### src/sv/etbd_pkg.sv
`default_nettype none

package etbd_pkg;

    typedef enum logic [2:0] {
        MODE_PLAIN  = 3'd0,
        MODE_DOLLAR = 3'd1,
        MODE_HEX    = 3'd2,
        MODE_CTRL   = 3'd3,
        MODE_BSLASH = 3'd4
    } etbd_mode_t;

    typedef struct packed {
        logic       emit;
        logic       error;
        logic [7:0] data;
    } etbd_result_t;

    localparam logic [7:0] CH_DOLLAR  = 8'h24;
    localparam logic [7:0] CH_CARET   = 8'h5E;
    localparam logic [7:0] CH_BSLASH  = 8'h5C;
    localparam logic [7:0] CH_UPPER_E = 8'h45;
    localparam logic [7:0] CH_AT      = 8'h40;
    localparam logic [7:0] CH_ESC     = 8'h1B;

    // Returns {is_digit, value}; value is zero when the character is no hex digit.
    function automatic logic [4:0] hex_digit(input logic [7:0] c);
        logic [4:0] r;
        r = 5'd0;
        if (c >= 8'h30 && c <= 8'h39) begin
            r = {1'b1, c[3:0]};
        end
        else if ((c >= 8'h41 && c <= 8'h46) || (c >= 8'h61 && c <= 8'h66)) begin
            r = {1'b1, c[3:0] + 4'd9};
        end
        return r;
    endfunction

endpackage

`default_nettype wire

### src/sv/etbd_decode.sv
`default_nettype none

module etbd_decode
    import etbd_pkg::*;
(
    input  wire logic         clk,
    input  wire logic         rst_n,
    input  wire logic         step,
    input  wire logic [7:0]   ch,
    input  wire logic         last_of_line,
    output etbd_result_t      result
);

    etbd_mode_t mode_reg, mode_next;
    logic [3:0] nibble_reg, nibble_next;
    logic       halted_reg, halted_next;

    always_ff @(posedge clk or negedge rst_n) begin
        if (!rst_n) begin
            mode_reg   <= MODE_PLAIN;
            nibble_reg <= 4'd0;
            halted_reg <= 1'b0;
        end
        else if (step) begin
            mode_reg   <= mode_next;
            nibble_reg <= nibble_next;
            halted_reg <= halted_next;
        end
    end

    always_comb begin
        logic [4:0] hex;
        logic       bad;
        logic       emit;
        logic [7:0] byte_val;
        etbd_mode_t after;
        logic [3:0] nib;

        hex      = hex_digit(ch);
        bad      = 1'b0;
        emit     = 1'b0;
        byte_val = 8'd0;
        after    = MODE_PLAIN;
        nib      = 4'd0;

        unique case (mode_reg)
            MODE_DOLLAR: begin
                if (hex[4]) begin
                    nib   = hex[3:0];
                    after = MODE_HEX;
                end
                else if (ch == CH_DOLLAR) begin
                    byte_val = CH_DOLLAR;
                    emit     = 1'b1;
                end
                else begin
                    bad = 1'b1;
                end
            end
            MODE_HEX: begin
                if (hex[4]) begin
                    byte_val = {nibble_reg, hex[3:0]};
                    emit     = 1'b1;
                end
                else begin
                    bad = 1'b1;
                end
            end
            MODE_CTRL: begin
                // Letters of either case and '@' map to the low five bits.
                if ((ch >= 8'h41 && ch <= 8'h5A) || (ch >= 8'h61 && ch <= 8'h7A)
                        || ch == CH_AT) begin
                    byte_val = {3'd0, ch[4:0]};
                    emit     = 1'b1;
                end
                else if (ch == CH_CARET) begin
                    byte_val = CH_CARET;
                    emit     = 1'b1;
                end
                else begin
                    bad = 1'b1;
                end
            end
            MODE_BSLASH: begin
                if (ch == CH_UPPER_E) begin
                    byte_val = CH_ESC;
                    emit     = 1'b1;
                end
                else if (ch == CH_BSLASH) begin
                    byte_val = CH_BSLASH;
                    emit     = 1'b1;
                end
                else begin
                    bad = 1'b1;
                end
            end
            default: begin
                if (ch == CH_DOLLAR) begin
                    after = MODE_DOLLAR;
                end
                else if (ch == CH_CARET) begin
                    after = MODE_CTRL;
                end
                else if (ch == CH_BSLASH) begin
                    after = MODE_BSLASH;
                end
                else begin
                    byte_val = ch;
                    emit     = 1'b1;
                end
            end
        endcase

        mode_next   = mode_reg;
        nibble_next = nibble_reg;
        halted_next = halted_reg;
        result      = '0;

        if (!halted_reg) begin
            if (bad) begin
                halted_next = 1'b1;
                mode_next   = MODE_PLAIN;
                nibble_next = 4'd0;
                result      = '{emit: 1'b1, error: 1'b1, data: 8'd0};
            end
            else begin
                // A line end drops any escape still in progress.
                mode_next   = last_of_line ? MODE_PLAIN : after;
                nibble_next = last_of_line ? 4'd0 : nib;
                result      = '{emit: emit, error: 1'b0, data: byte_val};
            end
        end
    end

`ifndef SYNTHESIS
    a_error_halts: assert property (@(posedge clk) disable iff (!rst_n)
        step && result.emit && result.error |=> halted_reg)
        else $error("error result did not halt the decoder");

    a_halted_plain: assert property (@(posedge clk) disable iff (!rst_n)
        halted_reg |-> (mode_reg == MODE_PLAIN && nibble_reg == 4'd0))
        else $error("halted decoder holds escape state");

    a_nibble_only_in_hex: assert property (@(posedge clk) disable iff (!rst_n)
        mode_reg != MODE_HEX |-> nibble_reg == 4'd0)
        else $error("high nibble kept outside hex mode");

    a_halted_silent: assert property (@(posedge clk) disable iff (!rst_n)
        halted_reg |-> !result.emit)
        else $error("halted decoder produced a result");
`endif

endmodule

`default_nettype wire

### src/sv/escaped_text_byte_decoder.sv
// Escaped text byte decoder: restores raw bytes from the escaped body
// characters of a dump line.
// Input channel: in_valid/in_ready carry ch and last_of_line, one character
// per item. Output channel: out_valid/out_ready carry data_byte and error.
// Each input item gives zero or one output item; escape openers give none.
// An accepted item is held in the input register, then decoded out of it
// into the output register, which offers its result until it is taken.
// One item per cycle is sustained while the receiver keeps up; the limit
// is the single decode pass between the input and output registers.
// When the receiver stalls with a result waiting, the input register still
// drains items that give no result; otherwise in_ready drops once the input
// register is full. After an invalid escape the error item is delivered and
// all later items are accepted and discarded until reset.
// Reset empties both registers and returns the decoder to plain mode.
`default_nettype none

module escaped_text_byte_decoder
    import etbd_pkg::*;
(
    input  wire logic       clk,
    input  wire logic       rst_n,
    input  wire logic       in_valid,
    output logic            in_ready,
    input  wire logic [7:0] ch,
    input  wire logic       last_of_line,
    output logic            out_valid,
    input  wire logic       out_ready,
    output logic [7:0]      data_byte,
    output logic            error
);

    logic         in_vld_reg;
    logic [7:0]   ch_reg;
    logic         last_reg;
    logic         out_vld_reg;
    logic [7:0]   data_byte_reg;
    logic         error_reg;
    logic         advance;
    etbd_result_t result;

    etbd_decode u_decode (
        .clk          (clk),
        .rst_n        (rst_n),
        .step         (advance),
        .ch           (ch_reg),
        .last_of_line (last_reg),
        .result       (result)
    );

    assign advance  = in_vld_reg && (!result.emit || !out_vld_reg || out_ready);
    assign in_ready = !in_vld_reg || advance;

    always_ff @(posedge clk or negedge rst_n) begin
        if (!rst_n) begin
            in_vld_reg  <= 1'b0;
            out_vld_reg <= 1'b0;
        end
        else begin
            if (in_ready) begin
                in_vld_reg <= in_valid;
            end
            if (advance && result.emit) begin
                out_vld_reg <= 1'b1;
            end
            else if (out_ready) begin
                out_vld_reg <= 1'b0;
            end
        end
    end

    always_ff @(posedge clk) begin
        if (in_valid && in_ready) begin
            ch_reg   <= ch;
            last_reg <= last_of_line;
        end
        if (advance && result.emit) begin
            data_byte_reg <= result.data;
            error_reg     <= result.error;
        end
    end

    assign out_valid = out_vld_reg;
    assign data_byte = data_byte_reg;
    assign error     = error_reg;

`ifndef SYNTHESIS
    a_error_data_zero: assert property (@(posedge clk) disable iff (!rst_n)
        out_valid && error |-> data_byte == 8'd0)
        else $error("error item carries a nonzero byte");

    a_no_overwrite: assert property (@(posedge clk) disable iff (!rst_n)
        out_vld_reg && !out_ready |-> !(advance && result.emit))
        else $error("pending result overwritten");

    a_drain_when_free: assert property (@(posedge clk) disable iff (!rst_n)
        in_vld_reg && !out_vld_reg |-> advance)
        else $error("input register stalled with free output register");
`endif

endmodule

`default_nettype wire
### config.mk
export PLATFORM = sky130hd
export DESIGN_NAME = escaped_text_byte_decoder
export DESIGN_NICKNAME = d
export VERILOG_FILES = /design/src/sv/etbd_pkg.sv /design/src/sv/etbd_decode.sv /design/src/sv/escaped_text_byte_decoder.sv
export SDC_FILE = /design/constraint.sdc
export NUM_CORES = 1
export LEC_CHECK = 0
export CORE_MARGIN = 8
export CORE_UTILIZATION = 36
export CTS_CLUSTER_DIAMETER = 30
export CTS_CLUSTER_SIZE = 25
export DETAILED_ROUTE_END_ITERATION = 8
export DONT_BUFFER_PORTS = 1
export MAX_ROUTING_LAYER = met4
export PLACE_DENSITY = 0.52
export SYNTH_ARGS = -nofsm -noshare
export SYNTH_HDL_FRONTEND = slang
export SYNTH_SLANG_ARGS = --single-unit
export TNS_END_PERCENT = 5
### constraint.sdc
create_clock -name clk -period 3.9 [get_ports clk]
set_input_delay 0.78 -clock clk [delete_from_list [all_inputs] [get_ports clk]]
set_output_delay 0.78 -clock clk [all_outputs]
set_load 0.01 [all_outputs]
==> impl_metrics.ini <==
[run_status]
outcome = finished, final reports clean

[floorplanning]
die_x_um = 86.6
die-area_sq_um = 7510
rows = 25
io_pins = 24
coreArea_sq_um = 4750
die_h_um = 86.6
initial_core_util = 0.378

[place]
port_buffers = 0
dp.final_hpwl_um = 3290
routabilityCongestion = 0.947
dpl.cell_count = 234

[clocking]
clk_path_buf_depth = 2
clk_pin_slew_ps = 80
postCtsSetupRepairBufs = 0
clk_latency_ps = 270
clock_sinks = 28
cts_buffers = 3
cts_max_level = 1
root_buffer = clkbuf_8
hold_buffers = 0
cts_tree = built
cts_resized = 0

[finish]
num_antenna_cells = 0
area_delta_synth_final_pct = 5.22
instances_no_fill = 238
final_common_cell = nand2_1
fillers = 494
drive_gt1_frac = 0.0994
nNetsFinal = 189
layout_common_cells = nand2_1 (20), edfxtp_1 (18), nor2_1 (13)

[logic_synthesis]
synth_area_leader_cell = edfxtp_1
synth_area_per_cell_sq_um = 10.4
synth_fa_ha_area_frac = 0.0279
synth_xor_area_frac = 0.00487
synthArstFlopShare = 0.357
synthCells = 173
synth_top_area_frac = 0.301
synth-seq-cells = 28
synthSimpleGateAreaFrac = 0.232
yosys_most_used_dff = edfxtp_1
synth_top_family_by_area = simple AND/OR/NAND/NOR gates
synth_edf_count = 18
synth-compound-area-share = 0.221
synth_nets = 190
synthMuxAreaShare = 0.0425
ys_types = 54
netlist_area_sq_um = 1800
ys_warn_count = 0
netlist_top_cells_area = edfxtp_1 (30%), dfrtp_1 (14%), nand2_1 (4.2%)
seq_area_frac_synth = 0.440

[sta]
hold_viol_final = 0
max_clock_freq_mhz = 284
maxSlewViolCount = 0
slew_headroom = 0.420
clock-skew-final_ps = 5.39
fin_crit_ps = 3530
fin_setup_tns_ps = 0
grt_setup_unrepaired = false
post-route-period-util = 0.904
worstMarginPinSlew_ps = 863
setup_viol = 0
hold_slack_ps = 196

[route]
ant_nets = 0
vias_per_cell = 5.60
route.vias.total = 1332
drtPass1Iterations = 4
drc = 0
routed_wl_um = 4150
drtIter0Drc = 108
wire_per_inst_um = 17.4

[setup_path]
r2r-start = ch_reg[1]$_DFFE_PP_
critPathTopFamily = compound AO/OA/AOI/OAI gates
required_ps = 3120
cp_max_fo = 9
cp_cell_sequence = inv_1 > ha_1 > nor4b_2 > or4b_4 > o221ai_4 > o32a_4 > a311o_1
regToRegSetupSlack_ps = 740
arrival_ps = 2750
worstRegToRegCells = 8
worst-path-buf-inv = 1
crit_path_end = in_ready
start_kind = flip-flop
setup.worst_path.class = flip-flop to primary output
endpoint_kind = primary output
critPathSlowestCell = edfxtp_1
worst-path-stages = 7
crit_path_start = ch_reg[1]$_DFFE_PP_
r2r_end = ch_reg[0]$_DFFE_PP_
cpPeakStageDelay_ps = 530

[flow_run]
drv_cap = 0

[global_route]
grt_pass1_wl_um = 6800
grt_usage = 0.118
grt_overflow_total = 0
antenna_found_initial = 0
grt_pass1_vias = 1322
grt_max_degree = 16

[power]
p_per_area_nw_per_um2 = 286
p_leak_uw = 0.000731
irDropWorstVdd_v = 0.000293

[hold_path]
hold_path.class = input port to asynchronous set/reset pin
[synth_stat cells (2+ instances only)]
cell type	number
nand2_1	20
edfxtp_1	18
nor2_1	13
a21oi_1	11
dfrtp_1	10
inv_1	6
a31oi_1	5
nand2b_1	5
and2_1	4
ha_1	4
nand3_1	4
nor2b_1	4
nor3_1	4
o21ai_0	4
a221oi_1	3
a311o_1	3
and2b_1	3
buf_4	3
mux2_4	3
nand4b_1	3
o21ai_1	3
a21boi_0	2
a21o_1	2
a22oi_1	2
a32o_1	2
clkbuf_1	2
mux2i_1	2
o2bb2ai_1	2
[worst min path at each step]
stage                                  startpoint                            endpoint  slack, ps
2_1_floorplan  u_decode.nibble_reg[1]$_DFFE_PN0P_  u_decode.nibble_reg[1]$_DFFE_PN0P_        460
3_3_place_gp                                rst_n  u_decode.nibble_reg[2]$_DFFE_PN0P_        480
3_5_place_dp                                rst_n  u_decode.nibble_reg[1]$_DFFE_PN0P_        480
4_1_cts                                     rst_n               out_valid$_DFFE_PN0P_        190
5_1_grt                                     rst_n              in_vld_reg$_DFFE_PN0P_        170
6_report                                    rst_n              in_vld_reg$_DFFE_PN0P_        200
[metrics by stage]
stage          instance area (sq um)  utilization  total power, uW  setup slack [ps]
6_report                        1890        0.398              542               375
4_1_cts                         1890        0.398              548               376
3_3_place_gp                    1850        0.388              399               787
5_1_grt                         1890        0.398              565               197
2_1_floorplan                   1800            -              384               953
3_5_place_dp                    1850        0.388              399               688
[cell families after synthesis]
logic type | count (synthesis)
compound gates | 49
xor+xnor | 1
fa+ha+maj | 4
buf+inv | 12
flops | 28
mux | 6
simple gates | 73
[layout make-up]
class                           count  area (sq um)  share of cell area
Sequential cell                    28           791               0.418
Tap cell                           67          83.8              0.0443
Clock buffer                        3          41.3              0.0218
Inverter                            6          22.5              0.0119
Multi-Input combinational cell    133           948               0.502
Clock inverter                      1          3.75             0.00199
[report_power, final]
part / total, uW / leakage, uW / internal (uW) / switching, uW
sequential: 343 / 0.000315 / 324 / 18.4
combinational: 50.4 / 0.000393 / 20.5 / 29.9
clock: 148 / 0.0000231 / 70.4 / 78.0
[worst reg2reg max path, delay by kind of cell, from the launching register on]
kind | cells | cell delay (ps)
simple gates | 3 | 1070
compound gates | 3 | 850
flops | 1 | 530
fa+ha+maj | 1 | 280
buf+inv | 1 | 110
[layer usage]
| layer | vias to the layer above | wire [um] | track usage |
|---|---|---|---|
| met1 | 617 | 1970 | 0.152 |
| met2 | 59 | 1870 | 0.178 |
| met3 | 10 | 212 | 0.0293 |
| met4 | 0 | 98 | 0.0376 |
| li1 | 646 | - | - |
| met5 | - | 0 | - |
No activity file was read; power rests on OpenSTA's default activity.
